[src/sv/tcis_pkg.sv]
// Shared types and constants for the teaching CPU step block.
// Holds the beat structs, opcode/status/action codes and the controller interface.
`default_nettype none
package tcis_pkg;

    localparam int DEF_REGISTER_COUNT = 8;
    localparam int DEF_DATA_DEPTH     = 256;
    localparam int DEF_PROGRAM_DEPTH  = 256;

    localparam int CFG_INDEX_W = 1;
    localparam int CFG_DATA_W  = 14;

    localparam logic [CFG_INDEX_W-1:0] CFG_PROGRAM_LENGTH = 1'b0;
    localparam logic [CFG_INDEX_W-1:0] CFG_MAX_STEPS      = 1'b1;

    localparam logic [8:0]  PROGRAM_LENGTH_RESET = 9'd0;
    localparam logic [13:0] MAX_STEPS_RESET      = 14'd10000;

    localparam logic [2:0] ACT_LOAD_INSTR = 3'd0;
    localparam logic [2:0] ACT_WRITE_DATA = 3'd1;
    localparam logic [2:0] ACT_EXECUTE    = 3'd2;
    localparam logic [2:0] ACT_READ_DATA  = 3'd3;
    localparam logic [2:0] ACT_READ_REG   = 3'd4;

    localparam logic [4:0] OP_NOP   = 5'd0;
    localparam logic [4:0] OP_HALT  = 5'd1;
    localparam logic [4:0] OP_ADD   = 5'd2;
    localparam logic [4:0] OP_SUB   = 5'd3;
    localparam logic [4:0] OP_MUL   = 5'd4;
    localparam logic [4:0] OP_DIV   = 5'd5;
    localparam logic [4:0] OP_AND   = 5'd6;
    localparam logic [4:0] OP_OR    = 5'd7;
    localparam logic [4:0] OP_XOR   = 5'd8;
    localparam logic [4:0] OP_ADDI  = 5'd9;
    localparam logic [4:0] OP_MOVI  = 5'd10;
    localparam logic [4:0] OP_LOAD  = 5'd11;
    localparam logic [4:0] OP_STORE = 5'd12;
    localparam logic [4:0] OP_CMP   = 5'd13;
    localparam logic [4:0] OP_BEQ   = 5'd14;
    localparam logic [4:0] OP_BNE   = 5'd15;
    localparam logic [4:0] OP_BLT   = 5'd16;
    localparam logic [4:0] OP_BGT   = 5'd17;
    localparam logic [4:0] OP_JMP   = 5'd18;

    localparam logic [2:0] STAT_OK         = 3'd0;
    localparam logic [2:0] STAT_HALTED     = 3'd1;
    localparam logic [2:0] STAT_REFUSED    = 3'd2;
    localparam logic [2:0] STAT_DIV_ZERO   = 3'd3;
    localparam logic [2:0] STAT_BAD_ADDR   = 3'd4;
    localparam logic [2:0] STAT_BAD_PC     = 3'd5;
    localparam logic [2:0] STAT_BAD_TARGET = 3'd6;
    localparam logic [2:0] STAT_STEP_LIMIT = 3'd7;

    typedef struct packed {
        logic [2:0]         action;
        logic [7:0]         location;
        logic signed [31:0] value;
        logic [4:0]         opcode;
        logic [2:0]         dest_reg;
        logic [2:0]         src_reg_a;
        logic [2:0]         src_reg_b;
        logic signed [31:0] immediate;
        logic [7:0]         branch_target;
    } item_t;

    typedef struct packed {
        logic [2:0]         status;
        logic signed [31:0] read_data;
        logic [8:0]         next_pc;
        logic               zero_flag;
        logic               negative_flag;
        logic               branch_taken;
    } result_t;

    typedef struct packed {
        logic [4:0]  opcode;
        logic [2:0]  dest_reg;
        logic [2:0]  src_reg_a;
        logic [2:0]  src_reg_b;
        logic [31:0] immediate;
        logic [7:0]  target;
    } slot_t;

    typedef enum logic [3:0] {
        ST_CLEAR,
        ST_IDLE,
        ST_READ,
        ST_CHECK,
        ST_DECODE,
        ST_EXEC,
        ST_DIV,
        ST_LOAD,
        ST_WB,
        ST_DONE
    } state_t;

    typedef enum logic [1:0] {
        EX_FINISH,
        EX_WRITEBACK,
        EX_DIVIDE,
        EX_LOAD
    } exec_kind_t;

    typedef struct packed {
        logic clear;
        logic accept;
        logic read;
        logic check;
        logic decode;
        logic exec;
        logic div_wait;
        logic load;
        logic wb;
    } ctl_cmd_t;

    typedef struct packed {
        logic       clear_last;
        logic       acc_exec;
        logic       acc_read;
        logic       check_stop;
        exec_kind_t ex_kind;
        logic       div_done;
    } dp_stat_t;

endpackage
`default_nettype wire

[src/sv/tcis_ctl.sv]
// Controller state machine of the teaching CPU: sequences clearing, access
// and instruction phases. Depends on tcis_pkg.
`default_nettype none
module tcis_ctl (
    input  wire logic                clk,
    input  wire logic                rst_n,
    input  wire logic                start,
    input  wire tcis_pkg::dp_stat_t  stat,
    output tcis_pkg::ctl_cmd_t       cmd,
    output logic                     busy,
    output logic                     done
);
    import tcis_pkg::*;

    state_t state_reg, state_next;

    always_ff @(posedge clk or negedge rst_n)
    begin
        if (!rst_n)
        begin
            state_reg <= ST_CLEAR;
        end
        else
        begin
            state_reg <= state_next;
        end
    end

    always_comb
    begin
        state_next = state_reg;
        cmd        = '0;
        busy       = state_reg != ST_IDLE;
        done       = 1'b0;
        case (state_reg)
            ST_CLEAR:
            begin
                cmd.clear = 1'b1;
                if (stat.clear_last)
                begin
                    state_next = ST_IDLE;
                end
            end
            ST_IDLE:
                if (start)
                begin
                    cmd.accept = 1'b1;
                    if (stat.acc_exec)
                    begin
                        state_next = ST_CHECK;
                    end
                    else if (stat.acc_read)
                    begin
                        state_next = ST_READ;
                    end
                    else
                    begin
                        state_next = ST_DONE;
                    end
                end
            ST_READ:
            begin
                cmd.read   = 1'b1;
                state_next = ST_DONE;
            end
            ST_CHECK:
            begin
                cmd.check  = 1'b1;
                state_next = stat.check_stop ? ST_DONE : ST_DECODE;
            end
            ST_DECODE:
            begin
                cmd.decode = 1'b1;
                state_next = ST_EXEC;
            end
            ST_EXEC:
            begin
                cmd.exec = 1'b1;
                case (stat.ex_kind)
                    EX_WRITEBACK: state_next = ST_WB;
                    EX_DIVIDE:    state_next = ST_DIV;
                    EX_LOAD:      state_next = ST_LOAD;
                    default:      state_next = ST_DONE;
                endcase
            end
            ST_DIV:
            begin
                cmd.div_wait = 1'b1;
                if (stat.div_done)
                begin
                    state_next = ST_WB;
                end
            end
            ST_LOAD:
            begin
                cmd.load   = 1'b1;
                state_next = ST_WB;
            end
            ST_WB:
            begin
                cmd.wb     = 1'b1;
                state_next = ST_DONE;
            end
            ST_DONE:
            begin
                done       = 1'b1;
                state_next = ST_IDLE;
            end
            default:
                state_next = ST_IDLE;
        endcase
    end

endmodule
`default_nettype wire
[config.mk]
export PLATFORM = sky130hd
export DESIGN_NAME = tcis_ctl
export DESIGN_NICKNAME = d
export VERILOG_FILES = /design/src/sv/tcis_pkg.sv /design/src/sv/tcis_ctl.sv
export SDC_FILE = /design/constraint.sdc
export NUM_CORES = 1
export LEC_CHECK = 0
export CORE_AREA = 10 10 47 49
export DETAILED_ROUTE_END_ITERATION = 12
export DIE_AREA = 0 0 57 59
export DONT_BUFFER_PORTS = 1
export PLACE_DENSITY = 0.55
export SLEW_MARGIN = 25
export SYNTH_ARGS = -nofsm -noshare
export SYNTH_HDL_FRONTEND = slang
export SYNTH_SLANG_ARGS = --single-unit
[constraint.sdc]
create_clock -name clk -period 1.45 [get_ports clk]
set_input_delay 0.435 -clock clk [delete_from_list [all_inputs] [get_ports clk]]
set_output_delay 0.435 -clock clk [all_outputs]
set_load 0.02 [all_outputs]
==> metrics.json, run 1 <==
{
  "ioPinCount": {"value": 21},
  "worst_hold_path_type": {"value": "primary input to flip-flop"},
  "post-dp-hpwl": {"value": 1200, "unit": "um"},
  "worst_setup_path_end_kind": {"value": "output port"},
  "largest_register_ffs": {"value": 4},
  "synth_nets": {"value": 73},
  "drt-pass1-iter-count": {"value": 4},
  "final.period_utilization": {"value": 118, "unit": "%"},
  "gp_congestion": {"value": 0.859},
  "synth.cell_area": {"value": 522, "unit": "sq um"},
  "largest_net_degree_at_the_start_of_global_routing": {"value": 11},
  "grt-ovfl-total": {"value": 0},
  "launch_instance_of_the_worst_min_delay_path": {"value": "stat[0]"},
  "synth_edf_count": {"value": 0},
  "die-area": {"value": 3360, "unit": "sq um"},
  "crit_path_cell_trace": {"value": "buf_4 > nor4b_4 > and2_4"},
  "dieWidth": {"value": 57, "unit": "um"},
  "finalMaxSlewViolations": {"value": 0},
  "synth_cells": {"value": 59},
  "status": {"value": "finished, violations left"},
  "preCtsSetupSlack": {"value": -0.157, "unit": "ns"},
  "core.rowCount": {"value": 14},
  "max_freq": {"value": 0.585, "unit": "GHz"},
  "cts-root-buf": {"value": "sky130_fd_sc_hd__clkbuf_4"},
  "power_per_cell_area": {"value": 1940, "unit": "nW/um^2"},
  "critical-path-top-delay-family": {"value": "simple AND/OR/NAND/NOR gates"},
  "synth_seq_cells": {"value": 4},
  "final_net_count": {"value": 105},
  "setup_total_negative_slack": {"value": -2.58, "unit": "ns"},
  "syn2layout_area_growth": {"value": 68.6, "unit": "%"},
  "critical_path_buf_inv_count": {"value": 1},
  "vias": {"value": 582},
  "syn_area_per_cell": {"value": 8.84, "unit": "sq um"},
  "timing.slew.headroom": {"value": 81.6, "unit": "%"},
  "period_needed": {"value": 1.71, "unit": "ns"},
  "first_global_vias": {"value": 572},
  "layout.cell_area.non_filler": {"value": 880, "unit": "sq um"},
  "grt_usage": {"value": 9.06, "unit": "%"},
  "final_antenna_net_count": {"value": 0},
  "crit_path_start_kind": {"value": "flip-flop"},
  "cts_max_path_buffers": {"value": 2},
  "critical_path_class": {"value": "flip-flop to output port"},
  "insertion_delay": {"value": 0.24, "unit": "ns"},
  "clock_skew": {"value": 0.00329, "unit": "ns"},
  "vdd_ir_drop_max": {"value": 1080, "unit": "uV"},
  "violations": {"value": "negative setup slack"},
  "cp_data_arrival_time": {"value": 1.27, "unit": "ns"},
  "drt-total-wl": {"value": 1720, "unit": "um"},
  "synthDistinctLibCells": {"value": 35},
  "drc": {"value": 0},
  "port_buffers": {"value": 0},
  "worstPathRequired": {"value": 1.02, "unit": "ns"},
  "ys_dominant_reg_cell": {"value": "sky130_fd_sc_hd__dfrtp_1"},
  "nFillCells": {"value": 125},
  "synthArstFlopShare": {"value": 100, "unit": "%"},
  "clkSlewWorstSetupHoldPaths": {"value": 0.04, "unit": "ns"},
  "setup_violations": {"value": 15},
  "initial_utilization": {"value": 37.2, "unit": "%"},
  "clock_h_tree_levels": {"value": 1},
  "seq_area_frac_synth": {"value": 19.2, "unit": "%"},
  "cts.sinks": {"value": 4},
  "rr_startpoint": {"value": "state_reg[2]"},
  "number_of_antenna_violations_at_the_first_check_in_global_routing": {"value": 0},
  "maxCapViolCount": {"value": 0},
  "crit_slowest_cell": {"value": "sky130_fd_sc_hd__dfrtp_2"},
  "cts_tree": {"value": "done"},
  "report.final.hold_viol_count": {"value": 0},
  "p_leak": {"value": 0.405, "unit": "nW"},
  "grt_pass1_wl": {"value": 2550, "unit": "um"},
  "cp_max_fo": {"value": 3},
  "slack_of_the_critical_path": {"value": -0.259, "unit": "ns"},
  "rsz_0062_raised_after_global_routing": {"value": "true"},
  "detailed_place.area": {"value": 704, "unit": "sq um"},
  "tightestPinTransition": {"value": 0.275, "unit": "ns"},
  "diodes": {"value": 0},
  "post_route_cells_drive_above_1_share": {"value": 67.4, "unit": "%"},
  "route.detailed.wl_per_inst": {"value": 16.4, "unit": "um"},
  "coreArea": {"value": 1400, "unit": "sq um"},
  "die_span_in_y": {"value": 59, "unit": "um"},
  "timing.critical_path.slowest_cell_delay": {"value": 0.40, "unit": "ns"},
  "cts-buffers-inserted": {"value": 3},
  "detailedRoute.firstIterationViolations": {"value": 5},
  "yosys_warnings": {"value": 0},
  "routed_via_count_divided_by_cell_count": {"value": 5.54},
  "critical_path_origin": {"value": "state_reg[1]"}
}
==> report_power, final <==
part / internal, mW / total [mW] / switching (mW)
clock: 0.0929 / 0.143 / 0.0501
combinational: 0.687 / 1.30 / 0.612
sequential: 0.166 / 0.264 / 0.0987
total: 0.945 / 1.71 / 0.761
==> cells by family after synthesis <==
family,after synthesis,synth area share [%]
AND/OR/NAND/NOR,27,39.1
adder cells (fa/ha/maj),4,9.59
buffers and inverters,8,8.87
flip-flops,4,19.2
AO/OA/AOI/OAI,16,23.3
==> timing repair <==
item | in CTS | in global routing
pin swaps | 4 | 1
hold buffers | 1 | 0
resized for setup | 11 | 12
endpoints found under the hold margin | 4 | 0
endpoints found under the setup margin | 15 | 15
setup buffers | 4 | 5
==> final cells by class <==
| class | count | area [sq um] | area share [%] |
|---|---|---|---|
| sequential | 4 | 105 | 11.9 |
| inverter | 4 | 15.0 | 1.71 |
| clock buffer | 3 | 22.5 | 2.56 |
| multi-input combinational | 47 | 470 | 53.5 |
| tap | 16 | 20.0 | 2.28 |
| timing repair buffer | 31 | 246 | 28.0 |
==> worst register-to-register path, cell delays in order (launching register included) <==
cell                       delay, ns
sky130_fd_sc_hd__dfrtp_2        0.44
sky130_fd_sc_hd__buf_4          0.15
sky130_fd_sc_hd__buf_4          0.14
sky130_fd_sc_hd__or3_4          0.34
sky130_fd_sc_hd__a211oi_4       0.29
sky130_fd_sc_hd__a311oi_1       0.10
==> cell usage in the layout (no fill, tap or decap), types with 2 or more instances in the layout <==
cell / Yosys / final
sky130_fd_sc_hd__buf_4: 2 / 27
sky130_fd_sc_hd__ha_1: 4 / 4
sky130_fd_sc_hd__dfrtp_2: 0 / 4
sky130_fd_sc_hd__inv_1: 4 / 3
sky130_fd_sc_hd__a21oi_1: 4 / 3
sky130_fd_sc_hd__clkbuf_4: 0 / 3
sky130_fd_sc_hd__buf_6: 1 / 3
sky130_fd_sc_hd__nor4b_4: 1 / 2
sky130_fd_sc_hd__nand2b_4: 0 / 2
sky130_fd_sc_hd__nor3_2: 0 / 2
sky130_fd_sc_hd__nor2_1: 3 / 2
sky130_fd_sc_hd__nor3b_1: 2 / 2
sky130_fd_sc_hd__or2_2: 2 / 2
sky130_fd_sc_hd__nand3b_1: 2 / 2
sky130_fd_sc_hd__a22oi_1: 2 / 2
sky130_fd_sc_hd__o21bai_1: 2 / 2
==> synthesized netlist by cell type, drive strengths merged, types with 2 or more instances <==
cell | instances | share of area [%]
buf | 4 | 6.0
a21oi | 4 | 3.8
nor2 | 4 | 3.4
or2 | 2 | 2.4
dfrtp | 4 | 19
nand3b | 2 | 2.9
nor3b | 3 | 5.3
nor4b | 3 | 9.1
ha | 4 | 9.6
o21bai | 2 | 2.9
nor3 | 3 | 2.9
or3 | 2 | 2.4
a22oi | 2 | 2.9
a211oi | 2 | 3.8
nand2b | 2 | 2.4
inv | 4 | 2.9
==> metal layers <==
| metal | GRT usage (%) | share of wire [%] |
|---|---|---|
| met1 | 9.93 | 39 |
| met2 | 15.3 | 53 |
| met3 | 3.86 | 7.3 |
| met4 | 3.02 | 0.46 |
| met5 | 0 | 0 |
==> through the flow <==
step / util (%) / hold slack (ns) / cells / total power, mW
after floorplan: - / 0.139 / 59 / 0.926
after global placement: 50.3 / 0.140 / 92 / 1.27
after detailed placement: 50.3 / 0.140 / 92 / 1.27
after CTS: 57.0 / 0.377 / 100 / 1.56
after global routing: 62.8 / 0.405 / 105 / 1.82
final: 62.8 / 0.381 / 105 / 1.71
==> path summary, 6_finish.rpt <==
| kind | endpoint | slack (ns) | cells past startpoint |
|---|---|---|---|
| max reg2reg | state_reg[3] | -0.15 | 5 |
| max in group asynchronous | state_reg[3] | 0.79 | 1 |
| max | cmd[7] | -0.26 | 3 |
| min | state_reg[1] | 0.38 | 2 |
| min in group asynchronous | state_reg[2] | 0.47 | 1 |
| min reg2reg | state_reg[0] | 0.84 | 4 |
Note: power is estimated with default switching activity, not from simulation.
==> run 2, diff against run 1 <==
==> constraint.sdc (replaced) <==
create_clock -name clk -period 1.45 [get_ports clk]
set_input_delay 0.0725 -clock clk [delete_from_list [all_inputs] [get_ports clk]]
set_output_delay 0.0725 -clock clk [all_outputs]
set_load 0.02 [all_outputs]
==> run 2 against run 1 <==
The flow now finishes without violations. Worst setup slack improved by 0.30 ns. Sequential power shrank 2%. Non-clock buffer count is 7 lower. Design area fell by 14%. Clock power down 6%. Combinational power down 18%. Global-route usage fell by 1.1 points. Clock skew up 0.0020 ns. Register-to-register slack gained 0.21 ns. Count of clock-buffer cells in the layout stayed put.
==> metrics.json, run 2 (same netlist as run 1, synthesis figures left out) <==
{
  "status": {"value": "complete, no violations"},
  "layout_common_cells": {"value": "22 x sky130_fd_sc_hd__buf_4, 4 x sky130_fd_sc_hd__inv_1, 4 x sky130_fd_sc_hd__a21oi_1, 4 x sky130_fd_sc_hd__ha_1, 4 x sky130_fd_sc_hd__dfrtp_2"},
  "post_route_cells_drive_above_1_share": {"value": 54.9, "unit": "%"},
  "finalMaxSlewViolations": {"value": 0},
  "power_report.internal_total": {"value": 0.811, "unit": "mW"},
  "dieWidth": {"value": 57, "unit": "um"},
  "preCtsSetupSlack": {"value": -0.0305, "unit": "ns"},
  "final_antenna_net_count": {"value": 0},
  "diodes": {"value": 0},
  "gp_congestion": {"value": 0.862},
  "worst_setup_path_end_kind": {"value": "output port"},
  "rsz_0062_raised_after_global_routing": {"value": "true"},
  "drc": {"value": 0},
  "coreArea": {"value": 1400, "unit": "sq um"},
  "detailedRoute.firstIterationViolations": {"value": 15},
  "rr_startpoint": {"value": "state_reg[2]"},
  "grt_pass1_wl": {"value": 2200, "unit": "um"},
  "cts_tree": {"value": "done"},
  "nFillCells": {"value": 138},
  "mostFrequentLayoutCell": {"value": "sky130_fd_sc_hd__buf_4"},
  "regToRegSetupSlack": {"value": 0.06, "unit": "ns"},
  "power.clock.fraction": {"value": 9.2, "unit": "%"},
  "slack_of_the_critical_path": {"value": 0.0388, "unit": "ns"},
  "period_needed": {"value": 1.41, "unit": "ns"},
  "worst_hold_path_type": {"value": "primary input to flip-flop"},
  "number_of_antenna_violations_at_the_first_check_in_global_routing": {"value": 0},
  "finalPower": {"value": 1.46, "unit": "mW"},
  "first_global_vias": {"value": 508},
  "cp_data_arrival_time": {"value": 1.34, "unit": "ns"},
  "max_freq": {"value": 0.709, "unit": "GHz"},
  "cts-buffers-inserted": {"value": 3},
  "maxCapViolCount": {"value": 0},
  "critical_path_origin": {"value": "state_reg[1]"},
  "vias": {"value": 532},
  "routed_via_count_divided_by_cell_count": {"value": 5.43},
  "crit_path_start_kind": {"value": "flip-flop"},
  "die_span_in_y": {"value": 59, "unit": "um"},
  "drt-pass1-iter-count": {"value": 4},
  "largest_net_degree_at_the_start_of_global_routing": {"value": 15},
  "clock_skew": {"value": 0.00525, "unit": "ns"},
  "area_occupied_by_multi_input_gates": {"value": 410, "unit": "sq um"},
  "initial_utilization": {"value": 37.2, "unit": "%"},
  "tightestPinTransition": {"value": 0.251, "unit": "ns"},
  "seqPwrFrac": {"value": 17.7, "unit": "%"},
  "cp_max_fo": {"value": 5},
  "vdd_ir_drop_max": {"value": 1300, "unit": "uV"},
  "rr_endpoint": {"value": "state_reg[2]"},
  "cts-root-buf": {"value": "sky130_fd_sc_hd__clkbuf_4"},
  "net-switching-power": {"value": 0.648, "unit": "mW"},
  "route.detailed.wl_per_inst": {"value": 15.0, "unit": "um"},
  "grt_usage": {"value": 7.92, "unit": "%"},
  "insertion_delay": {"value": 0.23, "unit": "ns"},
  "syn2layout_area_growth": {"value": 45.6, "unit": "%"},
  "cts.sinks": {"value": 4},
  "largest_register_ffs": {"value": 4},
  "switching_share": {"value": 44.4, "unit": "%"},
  "worstPathRequired": {"value": 1.38, "unit": "ns"},
  "grt-ovfl-total": {"value": 0},
  "drt-total-wl": {"value": 1470, "unit": "um"},
  "critical_path_class": {"value": "flip-flop to output port"},
  "critPathCapture": {"value": "cmd[7]"},
  "report.final.hold_viol_count": {"value": 0},
  "final_net_count": {"value": 98},
  "die-area": {"value": 3360, "unit": "sq um"},
  "post-dp-hpwl": {"value": 1190, "unit": "um"},
  "cts_max_path_buffers": {"value": 2},
  "sequential_cell_area": {"value": 105, "unit": "sq um"},
  "power.combinational.fraction": {"value": 73.1, "unit": "%"},
  "p_leak": {"value": 0.363, "unit": "nW"},
  "power_per_cell_area": {"value": 1920, "unit": "nW/um^2"},
  "core.rowCount": {"value": 14},
  "final.period_utilization": {"value": 97.3, "unit": "%"},
  "clkSlewWorstSetupHoldPaths": {"value": 0.04, "unit": "ns"},
  "setup_violations": {"value": 0},
  "clock_h_tree_levels": {"value": 1},
  "postLayoutCoreUtil": {"value": 54.2, "unit": "%"},
  "ioPinCount": {"value": 21},
  "reg2regPathDepth": {"value": 4},
  "port_buffers": {"value": 0},
  "timing.slew.headroom": {"value": 83.1, "unit": "%"}
}
==> run 2: per-stage QoR <==
step	setup TNS (ns)	cell area (sq um)	std cells	hold slack, ns
finish	0	759	98	0.0514
global placement	0	668	90	-0.223
detailed placement	-0.0383	668	90	-0.223
global route	-0.0496	759	98	0.0442
floorplan	-0.0109	537	59	-0.223
CTS	0	706	94	0.0447
==> run 2: worst min-delay path by stage <==
stage,cells after the start,end,slack (ns),from
2_1_floorplan,0,state_reg[0],-0.22,rst_n
3_3_place_gp,0,state_reg[0],-0.22,rst_n
3_5_place_dp,0,state_reg[0],-0.22,rst_n
4_1_cts,2,state_reg[1],0.04,stat[0]
5_1_grt,2,state_reg[1],0.04,stat[0]
6_report,2,state_reg[1],0.05,stat[0]
==> run 2: metal layers <==
metal / vias to the layer above / global-route usage, % / share of wire, %
met5: - / 0 / 0
met4: 0 / 1.68 / 0.61
met3: 2 / 3.86 / 9.6
met2: 20 / 12.9 / 46
met1: 240 / 9.18 / 44
li1: 270 / - / -
==> run 2: layout make-up <==
cell class                      instances  area share [%]
Clock buffer                            3            2.97
Timing Repair Buffer                   24            24.5
Tap cell                               16            2.64
Sequential cell                         4            13.8
Inverter                                4            1.98
Multi-Input combinational cell         47            54.0
==> run 2: timing repair <==
action,4_1_cts,5_1_grt
resized for setup,4,9
setup endpoints to repair,9,10
pin swaps,1,1
hold buffers,1,0
hold endpoints to repair,4,0
setup buffers,0,4
==> run 2: worst max-delay path, stage by stage (launching register included) <==
cell                      delay, ns
sky130_fd_sc_hd__dfrtp_2       0.44
sky130_fd_sc_hd__nor4b_4       0.32
sky130_fd_sc_hd__buf_4         0.17
sky130_fd_sc_hd__and2_4        0.17
==> run 2: power by group through the flow <==
stage / logic (mW) / clock network, mW / registers [mW]
floorplan: 0.656 / 0 / 0.230
global placement: 0.928 / 0 / 0.269
detailed placement: 0.929 / 0 / 0.269
CTS: 0.949 / 0.139 / 0.273
global route: 1.15 / 0.161 / 0.268
finish: 1.07 / 0.134 / 0.258
